File: src/xps_pkg.sv
// Shared types, codes and constants of the xorshift generator with stir.
package xps_pkg;

  localparam logic [31:0] SeedReset  = 32'h1234_ABCD;
  localparam logic [31:0] MixMulA    = 32'h7FEB_352D;
  localparam logic [31:0] MixMulB    = 32'h846C_A68B;
  localparam logic [31:0] StirOffset = 32'h9E37_79B9;

  // Request kinds
  typedef enum logic [1:0] {
    REQ_TIME = 2'd0,
    REQ_STIR = 2'd1,
    REQ_DRAW = 2'd2,
    REQ_POS  = 2'd3
  } req_e;

  // Datapath operations issued by the controller
  typedef enum logic [3:0] {
    OP_NONE      = 4'd0,
    OP_LATCH     = 4'd1,
    OP_LOAD_TIME = 4'd2,
    OP_LOAD_STIR = 4'd3,
    OP_LOAD_SEED = 4'd4,
    OP_MUL_A     = 4'd5,
    OP_MUL_B     = 4'd6,
    OP_FOLD      = 4'd7,
    OP_SET       = 4'd8,
    OP_XS_X      = 4'd9,
    OP_XS_Y      = 4'd10,
    OP_DIV       = 4'd11,
    OP_OUT       = 4'd12
  } op_e;

  typedef struct packed {
    op_e op;
  } cmd_t;

  typedef struct packed {
    req_e req;
    logic time_valid;
    logic zero_bound;
    logic div_last;
  } sts_t;

endpackage

File: src/xorshift_prng_with_stir.sv
// Top level of the xorshift32 generator with lowbias32 stirring.
// A 32-bit seed (reset 0x1234ABCD) serves four requests: seed from time,
// stir with a word, draw 16 bits, and draw a position reduced modulo two
// bounds. One item in gives one item out. Items are taken one at a time; the
// next item is accepted while the previous result still waits on the output.
// A finished result waits until the output register is free; no new item
// is accepted until it has been written there. The hash runs on one shared
// 32x32 multiplier, one round a cycle; each modulo goes through a remainder
// unit that retires two dividend bits a cycle.
module xorshift_prng_with_stir (
  input  logic        clk_i,
  input  logic        rst_ni,
  input  logic        in_valid_i,
  output logic        in_ready_o,
  input  logic [1:0]  req_type_i,
  input  logic [31:0] stir_value_i,
  input  logic        time_valid_i,
  input  logic [13:0] year_i,
  input  logic [3:0]  month_i,
  input  logic [4:0]  day_i,
  input  logic [4:0]  hour_i,
  input  logic [5:0]  minute_i,
  input  logic [5:0]  second_i,
  input  logic [29:0] nanosecond_i,
  input  logic [15:0] bound_x_i,
  input  logic [15:0] bound_y_i,
  output logic        out_valid_o,
  input  logic        out_ready_i,
  output logic [15:0] rand_word_o,
  output logic [15:0] pos_x_o,
  output logic [15:0] pos_y_o,
  output logic        status_o
);
  import xps_pkg::*;

  // Commands down to the datapath, status back up
  cmd_t cmd;
  sts_t sts;

  xps_ctrl u_ctrl (
    .clk_i       (clk_i),
    .rst_ni      (rst_ni),
    .in_valid_i  (in_valid_i),
    .in_ready_o  (in_ready_o),
    .out_valid_o (out_valid_o),
    .out_ready_i (out_ready_i),
    .sts_i       (sts),
    .cmd_o       (cmd)
  );

  // Seed, hash, xorshift and remainder hardware; latches the item and result
  xps_dp u_dp (
    .clk_i        (clk_i),
    .rst_ni       (rst_ni),
    .cmd_i        (cmd),
    .sts_o        (sts),
    .req_type_i   (req_type_i),
    .stir_value_i (stir_value_i),
    .time_valid_i (time_valid_i),
    .year_i       (year_i),
    .month_i      (month_i),
    .day_i        (day_i),
    .hour_i       (hour_i),
    .minute_i     (minute_i),
    .second_i     (second_i),
    .nanosecond_i (nanosecond_i),
    .bound_x_i    (bound_x_i),
    .bound_y_i    (bound_y_i),
    .rand_word_o  (rand_word_o),
    .pos_x_o      (pos_x_o),
    .pos_y_o      (pos_y_o),
    .status_o     (status_o)
  );

endmodule

File: src/xps_dp.sv
// Datapath: seed, shared hash multiplier, xorshift step and remainder unit.
module xps_dp (
  input  logic               clk_i,
  input  logic               rst_ni,
  input  xps_pkg::cmd_t      cmd_i,
  output xps_pkg::sts_t      sts_o,
  input  logic [1:0]         req_type_i,
  input  logic [31:0]        stir_value_i,
  input  logic               time_valid_i,
  input  logic [13:0]        year_i,
  input  logic [3:0]         month_i,
  input  logic [4:0]         day_i,
  input  logic [4:0]         hour_i,
  input  logic [5:0]         minute_i,
  input  logic [5:0]         second_i,
  input  logic [29:0]        nanosecond_i,
  input  logic [15:0]        bound_x_i,
  input  logic [15:0]        bound_y_i,
  output logic [15:0]        rand_word_o,
  output logic [15:0]        pos_x_o,
  output logic [15:0]        pos_y_o,
  output logic               status_o
);
  import xps_pkg::*;

  function automatic logic [31:0] fold16(input logic [31:0] x);
    fold16 = x ^ (x >> 16);
  endfunction

  function automatic logic [31:0] xorshift(input logic [31:0] x);
    logic [31:0] a;
    logic [31:0] b;
    a = x ^ (x << 13);
    b = a ^ (a >> 17);
    xorshift = b ^ (b << 5);
  endfunction

  function automatic logic [15:0] rem_step(input logic [15:0] r, input logic b,
                                           input logic [15:0] d);
    logic [16:0] t;
    t = {r, b};
    if (t >= {1'b0, d}) begin
      t = t - {1'b0, d};
    end
    rem_step = t[15:0];
  endfunction

  req_e        req_q;
  logic        tv_q;
  logic [31:0] sv_q;
  logic [31:0] tw_seed_q;
  logic [31:0] tw_pos_q;
  logic [15:0] bx_q;
  logic [15:0] by_q;
  logic [31:0] seed_q;
  logic [31:0] h_q;
  logic [31:0] dv_q;
  logic [15:0] rem_q;
  logic [15:0] d_q;
  logic [2:0]  cnt_q;
  logic [15:0] px_q;

  logic [31:0] tw_seed;
  logic [31:0] tw_pos;
  logic [31:0] mul_in;
  logic [31:0] mul_k;
  logic [31:0] prod;
  logic [31:0] seed_fold;
  logic [31:0] seed_xs;
  logic [15:0] rem_mid;
  logic        zero_bound;

  assign tw_seed = ({18'd0, year_i} << 16) ^ ({28'd0, month_i} << 8) ^ {27'd0, day_i} ^
                   ({27'd0, hour_i} << 24) ^ ({26'd0, minute_i} << 16) ^
                   ({26'd0, second_i} << 8) ^ {2'd0, nanosecond_i};
  assign tw_pos  = ({26'd0, second_i} << 24) ^ ({26'd0, minute_i} << 16) ^
                   ({27'd0, hour_i} << 8) ^ {2'd0, nanosecond_i};

  // One multiplier serves both rounds of the hash
  assign mul_in    = (cmd_i.op == OP_MUL_B) ? (h_q ^ (h_q >> 15)) : h_q;
  assign mul_k     = (cmd_i.op == OP_MUL_B) ? MixMulB : MixMulA;
  assign prod      = mul_in * mul_k;
  assign seed_fold = seed_q ^ fold16(h_q);
  assign seed_xs   = xorshift(seed_q);
  assign rem_mid   = rem_step(rem_q, dv_q[31], d_q);
  assign zero_bound = (bx_q == 16'd0) || (by_q == 16'd0);

  assign sts_o.req        = req_q;
  assign sts_o.time_valid = tv_q;
  assign sts_o.zero_bound = zero_bound;
  assign sts_o.div_last   = (cnt_q == 3'd7);

  always_ff @(posedge clk_i or negedge rst_ni) begin
    if (!rst_ni) begin
      seed_q <= SeedReset;
    end else begin
      case (cmd_i.op) inside
        OP_FOLD:          seed_q <= seed_fold;
        OP_SET:           seed_q <= fold16(h_q);
        OP_XS_X, OP_XS_Y: seed_q <= seed_xs;
        default:          seed_q <= seed_q;
      endcase
    end
  end

  always_ff @(posedge clk_i) begin
    case (cmd_i.op) inside
      OP_LATCH: begin
        req_q     <= req_e'(req_type_i);
        tv_q      <= time_valid_i;
        sv_q      <= stir_value_i;
        tw_seed_q <= tw_seed;
        tw_pos_q  <= tw_pos;
        bx_q      <= bound_x_i;
        by_q      <= bound_y_i;
      end
      OP_LOAD_TIME: h_q <= fold16(tw_seed_q);
      OP_LOAD_STIR: h_q <= fold16(((req_q == REQ_STIR) ? sv_q : tw_pos_q) + StirOffset);
      OP_LOAD_SEED: h_q <= fold16(seed_q);
      OP_MUL_A, OP_MUL_B: h_q <= prod;
      // Fold into the seed and preload the rehash of the new seed
      OP_FOLD: h_q <= fold16(seed_fold);
      // Only the low half of the draw is reduced; put it at the top
      OP_XS_X: begin
        dv_q  <= {seed_xs[15:0], 16'd0};
        rem_q <= 16'd0;
        d_q   <= bx_q;
        cnt_q <= 3'd0;
      end
      OP_XS_Y: begin
        px_q  <= rem_q;
        dv_q  <= {seed_xs[15:0], 16'd0};
        rem_q <= 16'd0;
        d_q   <= by_q;
        cnt_q <= 3'd0;
      end
      // Two dividend bits a cycle
      OP_DIV: begin
        rem_q <= rem_step(rem_mid, dv_q[30], d_q);
        dv_q  <= dv_q << 2;
        cnt_q <= cnt_q + 3'd1;
      end
      OP_OUT: begin
        rand_word_o <= (req_q == REQ_DRAW) ? seed_q[15:0] : 16'd0;
        pos_x_o     <= (req_q == REQ_POS && !zero_bound) ? px_q : 16'd0;
        pos_y_o     <= (req_q == REQ_POS && !zero_bound) ? rem_q : 16'd0;
        status_o    <= (req_q == REQ_POS) && zero_bound;
      end
      default: begin
      end
    endcase
  end

  a_rem_below_divisor: assert property (@(posedge clk_i) disable iff (!rst_ni)
    (cmd_i.op == OP_DIV) |=> (rem_q < d_q))
    else $error("remainder not below divisor");

endmodule

File: src/xps_ctrl.sv
// Controller: sequences the datapath through each request and holds the result handshake.
module xps_ctrl (
  input  logic           clk_i,
  input  logic           rst_ni,
  input  logic           in_valid_i,
  output logic           in_ready_o,
  output logic           out_valid_o,
  input  logic           out_ready_i,
  input  xps_pkg::sts_t  sts_i,
  output xps_pkg::cmd_t  cmd_o
);
  import xps_pkg::*;

  localparam logic [3:0] S_IDLE   = 4'd0;
  localparam logic [3:0] S_DISP   = 4'd1;
  localparam logic [3:0] S_MA1    = 4'd2;
  localparam logic [3:0] S_MB1    = 4'd3;
  localparam logic [3:0] S_FOLD   = 4'd4;
  localparam logic [3:0] S_MA2    = 4'd5;
  localparam logic [3:0] S_MB2    = 4'd6;
  localparam logic [3:0] S_SET    = 4'd7;
  localparam logic [3:0] S_XS1    = 4'd8;
  localparam logic [3:0] S_DIVX   = 4'd9;
  localparam logic [3:0] S_XS2    = 4'd10;
  localparam logic [3:0] S_DIVY   = 4'd11;
  localparam logic [3:0] S_RESULT = 4'd12;

  logic [3:0] state_q, state_d;
  logic       out_valid_q, out_valid_d;
  logic       slot_free;

  assign in_ready_o  = (state_q == S_IDLE);
  assign out_valid_o = out_valid_q;
  assign slot_free   = !out_valid_q || out_ready_i;

  always_comb begin
    state_d   = state_q;
    cmd_o.op  = OP_NONE;
    unique case (state_q)
      S_IDLE: begin
        if (in_valid_i) begin
          cmd_o.op = OP_LATCH;
          state_d  = S_DISP;
        end
      end
      S_DISP: begin
        unique case (sts_i.req)
          REQ_TIME: begin
            if (sts_i.time_valid) begin
              cmd_o.op = OP_LOAD_TIME;
              state_d  = S_MA1;
            end else begin
              cmd_o.op = OP_LOAD_SEED;
              state_d  = S_MA2;
            end
          end
          REQ_STIR: begin
            cmd_o.op = OP_LOAD_STIR;
            state_d  = S_MA1;
          end
          REQ_DRAW: begin
            cmd_o.op = OP_XS_X;
            state_d  = S_RESULT;
          end
          REQ_POS: begin
            if (sts_i.zero_bound) begin
              state_d = S_RESULT;
            end else if (sts_i.time_valid) begin
              cmd_o.op = OP_LOAD_STIR;
              state_d  = S_MA1;
            end else begin
              cmd_o.op = OP_XS_X;
              state_d  = S_DIVX;
            end
          end
          default: state_d = S_RESULT;
        endcase
      end
      S_MA1: begin
        cmd_o.op = OP_MUL_A;
        state_d  = S_MB1;
      end
      S_MB1: begin
        cmd_o.op = OP_MUL_B;
        state_d  = S_FOLD;
      end
      S_FOLD: begin
        cmd_o.op = OP_FOLD;
        state_d  = S_MA2;
      end
      S_MA2: begin
        cmd_o.op = OP_MUL_A;
        state_d  = S_MB2;
      end
      S_MB2: begin
        cmd_o.op = OP_MUL_B;
        state_d  = S_SET;
      end
      S_SET: begin
        cmd_o.op = OP_SET;
        state_d  = (sts_i.req == REQ_POS) ? S_XS1 : S_RESULT;
      end
      S_XS1: begin
        cmd_o.op = OP_XS_X;
        state_d  = S_DIVX;
      end
      S_DIVX: begin
        cmd_o.op = OP_DIV;
        if (sts_i.div_last) begin
          state_d = S_XS2;
        end
      end
      S_XS2: begin
        cmd_o.op = OP_XS_Y;
        state_d  = S_DIVY;
      end
      S_DIVY: begin
        cmd_o.op = OP_DIV;
        if (sts_i.div_last) begin
          state_d = S_RESULT;
        end
      end
      S_RESULT: begin
        // Hold until the output register is free
        if (slot_free) begin
          cmd_o.op = OP_OUT;
          state_d  = S_IDLE;
        end
      end
      default: state_d = S_IDLE;
    endcase
  end

  always_comb begin
    out_valid_d = out_valid_q;
    if (cmd_o.op == OP_OUT) begin
      out_valid_d = 1'b1;
    end else if (out_ready_i) begin
      out_valid_d = 1'b0;
    end
  end

  always_ff @(posedge clk_i or negedge rst_ni) begin
    if (!rst_ni) begin
      state_q     <= S_IDLE;
      out_valid_q <= 1'b0;
    end else begin
      state_q     <= state_d;
      out_valid_q <= out_valid_d;
    end
  end

  a_accept_dispatch: assert property (@(posedge clk_i) disable iff (!rst_ni)
    (in_valid_i && in_ready_o) |=> (state_q == S_DISP))
    else $error("accepted item not dispatched");

  a_divx_to_xs2: assert property (@(posedge clk_i) disable iff (!rst_ni)
    (state_q == S_DIVX && sts_i.div_last) |=> (state_q == S_XS2))
    else $error("second draw not started after first remainder");

  a_result_posted: assert property (@(posedge clk_i) disable iff (!rst_ni)
    (state_q == S_RESULT && slot_free) |=> (state_q == S_IDLE && out_valid_q))
    else $error("result not posted");

endmodule
File: config.mk
export PLATFORM = sky130hd
export DESIGN_NAME = xorshift_prng_with_stir
export DESIGN_NICKNAME = d
export VERILOG_FILES = /design/src/xps_pkg.sv /design/src/xorshift_prng_with_stir.sv /design/src/xps_dp.sv /design/src/xps_ctrl.sv
export SDC_FILE = /design/constraint.sdc
export NUM_CORES = 1
export LEC_CHECK = 0
export ABC_AREA = 1
export BUFFER_PORTS_ARGS = -buffer_cell sky130_fd_sc_hd__clkbuf_2
export CAP_MARGIN = 30
export CORE_ASPECT_RATIO = 1.75
export CORE_MARGIN = 4
export CORE_UTILIZATION = 33
export CTS_CLUSTER_SIZE = 30
export DETAILED_ROUTE_END_ITERATION = 6
export HOLD_SLACK_MARGIN = 0.08
export PLACE_DENSITY = 0.59
export SLEW_MARGIN = 20
export SYNTH_ARGS = -nofsm -noshare
export SYNTH_HDL_FRONTEND = slang
export SYNTH_SLANG_ARGS = --single-unit
export TNS_END_PERCENT = 10
File: constraint.sdc
create_clock -name clk_i -period 10.6 [get_ports clk_i]
set_input_delay 1.59 -clock clk_i [delete_from_list [all_inputs] [get_ports clk_i]]
set_output_delay 1.59 -clock clk_i [all_outputs]
set_load 0.02 [all_outputs]
# ---- After elaboration in Yosys (flattened, before gate mapping)
# Index checks and enable logic that the tools add are counted.
dict set report word_totals {
  word_cells 153
  register_bits 330
}
dict set report classes {
  n_eq_ne 32
  magnitude_cmp 2
  n_bitwise 28
  multipliers 1
  mux 39
  add_sub_neg 4
  n_reduce_logical 26
}
# operator n
set ops {}
lappend ops {{$mux W32} 14}
lappend ops {{$xor A32 B16 Y32} 5}
lappend ops {{$xor A32 B32 Y32} 3}
lappend ops {{$mux W16} 5}
lappend ops {{$xor A32 B30 Y32} 2}
lappend ops {{$pmux W4 S13} 1}
lappend ops {{$eq A4 B4 Y1 const B} 10}
lappend ops {{$pmux W4 S10} 1}
lappend ops {{$mux W4} 9}
lappend ops {{$ge A17 B16 Y1} 2}
lappend ops {{$add A32 B32 Y32 const B} 1}
lappend ops {{$eq A4 B3 Y1 const B} 8}
lappend ops {{$logic_not A16 Y1} 2}
lappend ops {{$mul A32 B32 Y32} 1}
lappend ops {{$pmux W4 S4} 2}
lappend ops {{$sub A16 B16 Y16} 2}
lappend ops {{$xor A32 B13 Y32} 1}
lappend ops {{$xor A32 B14 Y32} 1}
lappend ops {{$xor A32 B15 Y32} 1}
lappend ops {{$xor A32 B17 Y32} 1}
lappend ops {{$xor A32 B22 Y32} 1}
lappend ops {{$xor A32 B29 Y32} 1}
lappend ops {{$xor A32 B5 Y32} 1}
lappend ops {{$xor A30 B12 Y30} 1}
lappend ops {{other kinds (26)} 56}

# ---- Logic depth before layout (Yosys ltp)
dict set report depth {
  depth_word 12
  ltp_mapped 41
  ltp_nobuf 40
}

# ---- Hierarchy
# From an unflattened synthesis, not the netlist that was laid out.
dict set report unflattened {
  hier_cells 3465
  hier_area_um2 30305.3
}
# module cells_per_inst instances area_each_um2 seq_area_each_um2
set modules_own_cells {}
lappend modules_own_cells {xps_dp 3372 1 29766.0 8927.3}
lappend modules_own_cells {xps_ctrl 93 1 539.3 125.1}

# ---- Worst setup path after synthesis
# No wires, ideal clock.
dict set report synth_path {
  path_kind {reg-to-reg}
  startpoint {register u_ctrl.state_q[0]}
  endpoint {register u_dp.h_q[27], data pin}
  t_arrival_ns 7.724
  stages_incl_launch_ff 37
  n_path_buf 5
  setup_slack_ns 2.624
  cell_sequence {dfrtp_1 -> inv_1 -> nand2_1 -> o21ai_4 -> buf_4 -> clkbuf_1 -> buf_2 -> clkbuf_1 -> buf_2 -> nor2_1 -> fa_1 -> fa_1 -> fa_1 -> inv_1 -> fa_1 -> inv_1 -> fa_1 -> inv_1 -> fa_1 -> inv_1 -> fa_1 -> fa_1 -> ha_1 -> nand2_1 -> inv_1 -> nand2_1 -> nor3_1 -> nand4_1 -> nand3_1 -> nand3_1 -> nand2_1 -> a21oi_1 -> xnor2_1 -> o21ai_0 -> nand2_1 -> nand2_1 -> nand2_1}
}
dict set report synth_via {
  elab_chain_cells 10
  word_cells_on_any_way 30
  classes_between {mul (1); eq/ne (17); mux (7); reduce/logical (5)}
}
# element line
set synth_lines {}
lappend synth_lines {{from (decl)} xps_ctrl.sv:28} ;# logic [3:0] state_q, state_d;
lappend synth_lines {{from (signal assigned)} xps_ctrl.sv:148} ;# state_q <= state_d;
lappend synth_lines {{$eq A4 B4 Y1, or another cell as far along} xps_ctrl.sv:39} ;# unique case (state_q)
lappend synth_lines {{$reduce_or A2 Y1 (no source line)} -}
lappend synth_lines {{$pmux W4 S10 (*)} xps_ctrl.sv:39}
lappend synth_lines {{$eq A4 B3 Y1} {xps_dp.sv:80, xps_dp.sv:81}}
lappend synth_lines {{$mux W32, on equally long branches} {xps_dp.sv:80, xps_dp.sv:81}}
lappend synth_lines {{$mul A32 B32 Y32} xps_dp.sv:82} ;# assign prod = mul_in * mul_k;
lappend synth_lines {{$mux W32 (3 in a row)} xps_dp.sv:107} ;# case (cmd_i.op) inside
lappend synth_lines {{$mux W32 (*)} xps_dp.sv:107}
lappend synth_lines {{to (signal assigned)} xps_dp.sv:117} ;# OP_LOAD_TIME: h_q <= fold16(tw_seed_q);
lappend synth_lines {{to (signal assigned)} xps_dp.sv:118} ;# OP_LOAD_STIR: h_q <= fold16(((req_q == REQ_STIR) ? sv_q : tw_pos_q) + StirOffset);
lappend synth_lines {{to (signal assigned)} xps_dp.sv:119} ;# OP_LOAD_SEED: h_q <= fold16(seed_q);
lappend synth_lines {{to (decl)} xps_dp.sv:56} ;# logic [31:0] h_q;
# Every way passes the cells marked *; elsewhere a longest branch is shown, timed or not.
# A chain may end at the register's enable or synchronous reset.

# ---- Worst setup path in the final report
dict set report layout_path {
  startpoint {register u_ctrl.state_q[0]}
  endpoint {register u_dp.h_q[31], data pin}
}
# Same word-level chain as after synthesis.

==> impl_metrics.toml <==
[outcome]
status = "finished clean"

[sta]
rsz0062_at_grt = "false"
fin_skew_ns = 0.0299
slew_viol_final = 0
finalCritPeriodShare_pct = 86.2
hold_slack_ns = 0.512
tns_ns = 0
hold_viol_final = 0
relSlewSlack_pct = 30.8
tightest_slew_ns = 1.04
setup_viol = 0
max_freq_mhz = 109
period_minus_slack_ns = 9.14

[die]
num_rows = 145
die_h_um = 406
die_w_um = 236
start_util_pct = 33.4
core_um2 = 89600
pin_count = 192
die_area_um2 = 95700

[placement]
dp_cells = 4684
io_buffer_count = 191
hpwl_mm = 90.3
placed_area_um2 = 32200
place_congestion = 0.980

[finish]
area_growth_pct = 11.5
final_design_area_no_fill_um2 = 33300
drive_above_1_share_pct = 10.6
finalNonFillerCells = 4745
antenna_cells = 0
final_nets = 4171

[setup_path]
required_ns = 10.88
startpoint_type = "flop"
crit_type = "flop to flop"
cpPeakStageDelay_ns = 0.61
critPathCaptureType = "flop"
worst-path-buf-inv = 8
cp_top_family = "adder cells"
crit_slowest_cell = "fa_1"
cp_common_cell = "fa_1"
cp_data_arrival_time_ns = 9.42
cp_max_fo = 23

[synthesis]
avgSynthCellArea_um2 = 8.89
ys.flop_type = "edfxtp_1"
synth-warning-count = 0
synth_commonest_cells = "656 x inv_1, 652 x nand2_1, 298 x fa_1, 270 x edfxtp_1, 213 x nor2_1"
synth_cell_type_count = 60
synth_top_area_cell = "edfxtp_1"
yosysMostFrequentCell = "inv_1"
ys_seq_area_share_pct = 30.3
netlist_instances = 3365
netlist_area_um2 = 29900
synth_area_leaders = "edfxtp_1 27%, fa_1 20%, inv_1 8.2%"
async_flop_share_pct = 12.1
yosysTopAreaCellShare_pct = 27.1
synth_enable_flop_cells = 270
ys_ff_latch = 307

[cts]
ctsLongestPathBuffers = 3
clk_pin_slew_worst_paths_ns = 0.06
postCtsSetupRepairBufs = 0
cts_tree = "built"
insertion_delay_ns = 0.57
cts_resized = 0
cts_hold_buffers = 0
root_buffer = "clkbuf_16"
htreeDepth = 2
cts_inserted_buffers = 34
clkSinkCount = 307

[grt]
grt_overflow = 0
grt_pass1_vias = 24600
grt_max_degree = 75
grt_pass1_wl_mm = 156
antenna_found_initial = 0
grt.total_usage_pct = 22.0

[routing]
wl_per_cell_um = 22.3
drt_first_pass_iters = 6
drc_errors = 0
via_per_inst = 4.86
vias = 23100
drt_wl_total_mm = 106
ant_nets = 0
first_iter_violations = 1188

[worst_hold_path]
min-delay-path-class = "flop to flop"

[flow_run]
timing.max_cap.violations = 0
==> area by class of cell <==
| type | count | area, um2 |
|---|---|---|
| timing repair buffer | 221 | 1180 |
| sequential | 307 | 9050 |
| fill | 9353 | 56300 |
| clock inverter | 20 | 216 |
| inverter | 674 | 2530 |
| multi-input combinational | 2307 | 18000 |
| clock buffer | 40 | 883 |
| tap | 1176 | 1470 |
==> stage by stage <==
step / setup WS, ns / util [%]
final: 1.46 / 37.2
after global routing: 0.914 / 37.2
after CTS: 1.49 / 37.2
after detailed placement: 1.59 / 36.0
after global placement: 1.55 / 35.9
after floorplan: 2.62 / -
==> metal layers <==
| metal | up-vias | track usage (%) | part of all wire (%) | routed length [um] |
|---|---|---|---|---|
| met4 | 0 | 19.6 | 11 | 12100 |
| li1 | 10900 | - | - | - |
| met2 | 701 | 42.6 | 54 | 57500 |
| met5 | - | 0 | 0 | 0 |
| met3 | 349 | 2.76 | 3.8 | 4030 |
| met1 | 11100 | 19.7 | 30 | 32300 |
==> cells by family (layout without fill, tap and decap cells) <==
family                   count (synthesis)  count (layout)  share of synthesized area [%]
XOR/XNOR                               288             288                           8.51
AND/OR/NAND/NOR                       1070            1070                           14.8
adder cells (fa/ha/maj)                485             485                           27.8
other                                    2              40                         0.0251
flip-flops                             307             307                           30.3
AO/OA/AOI/OAI                          408             408                           7.85
buffers and inverters                  789             955                           10.1
multiplexers                            16              16                          0.602
==> flip-flops by register name, summed over array words and instances, names as in the netlist, 16 cells and up <==
signal / cells
u_dp.bx_q: 16
u_dp.by_q: 16
u_dp.d_q: 16
u_dp.dv_q: 16
u_dp.h_q: 32
u_dp.pos_x_o: 16
u_dp.pos_y_o: 16
u_dp.px_q: 16
u_dp.rand_word_o: 16
u_dp.rem_q: 16
u_dp.seed_q: 32
u_dp.sv_q: 32
u_dp.tw_pos_q: 30
u_dp.tw_seed_q: 25
==> worst paths after layout <==
check	cells past startpoint	end	slack (ns)	start
worst max-delay path	34	u_dp.h_q[31]	1.46	u_ctrl.state_q[0]
worst min-delay path	0	u_dp.px_q[6]	0.51	u_dp.rem_q[6]
worst max register to register	34	u_dp.h_q[31]	1.46	u_ctrl.state_q[0]
worst min register to register	0	u_dp.px_q[6]	0.51	u_dp.rem_q[6]
max in group asynchronous	2	u_dp.seed_q[28]	9.09	rst_ni
min in group asynchronous	2	u_dp.seed_q[5]	1.10	rst_ni
==> layout by cell type, fill, tap and decap left out, drive strengths merged, types with 12 or more instances in the layout <==
cell type / instances
o211ai: 25
or2: 12
a21oi: 121
xnor2: 122
clkbuf: 231
nor2: 225
xor2: 165
inv: 673
clkinv: 15
conb: 40
edfxtp: 270
nand4: 24
o21ai: 205
mux2: 16
ha: 187
dfstp: 15
nand3: 112
buf: 30
nand2: 660
fa: 298
nor3: 16
dfrtp: 22
Power is not shown: default switching activity piles up to over one toggle a cycle in this logic, so the estimate is an artifact.
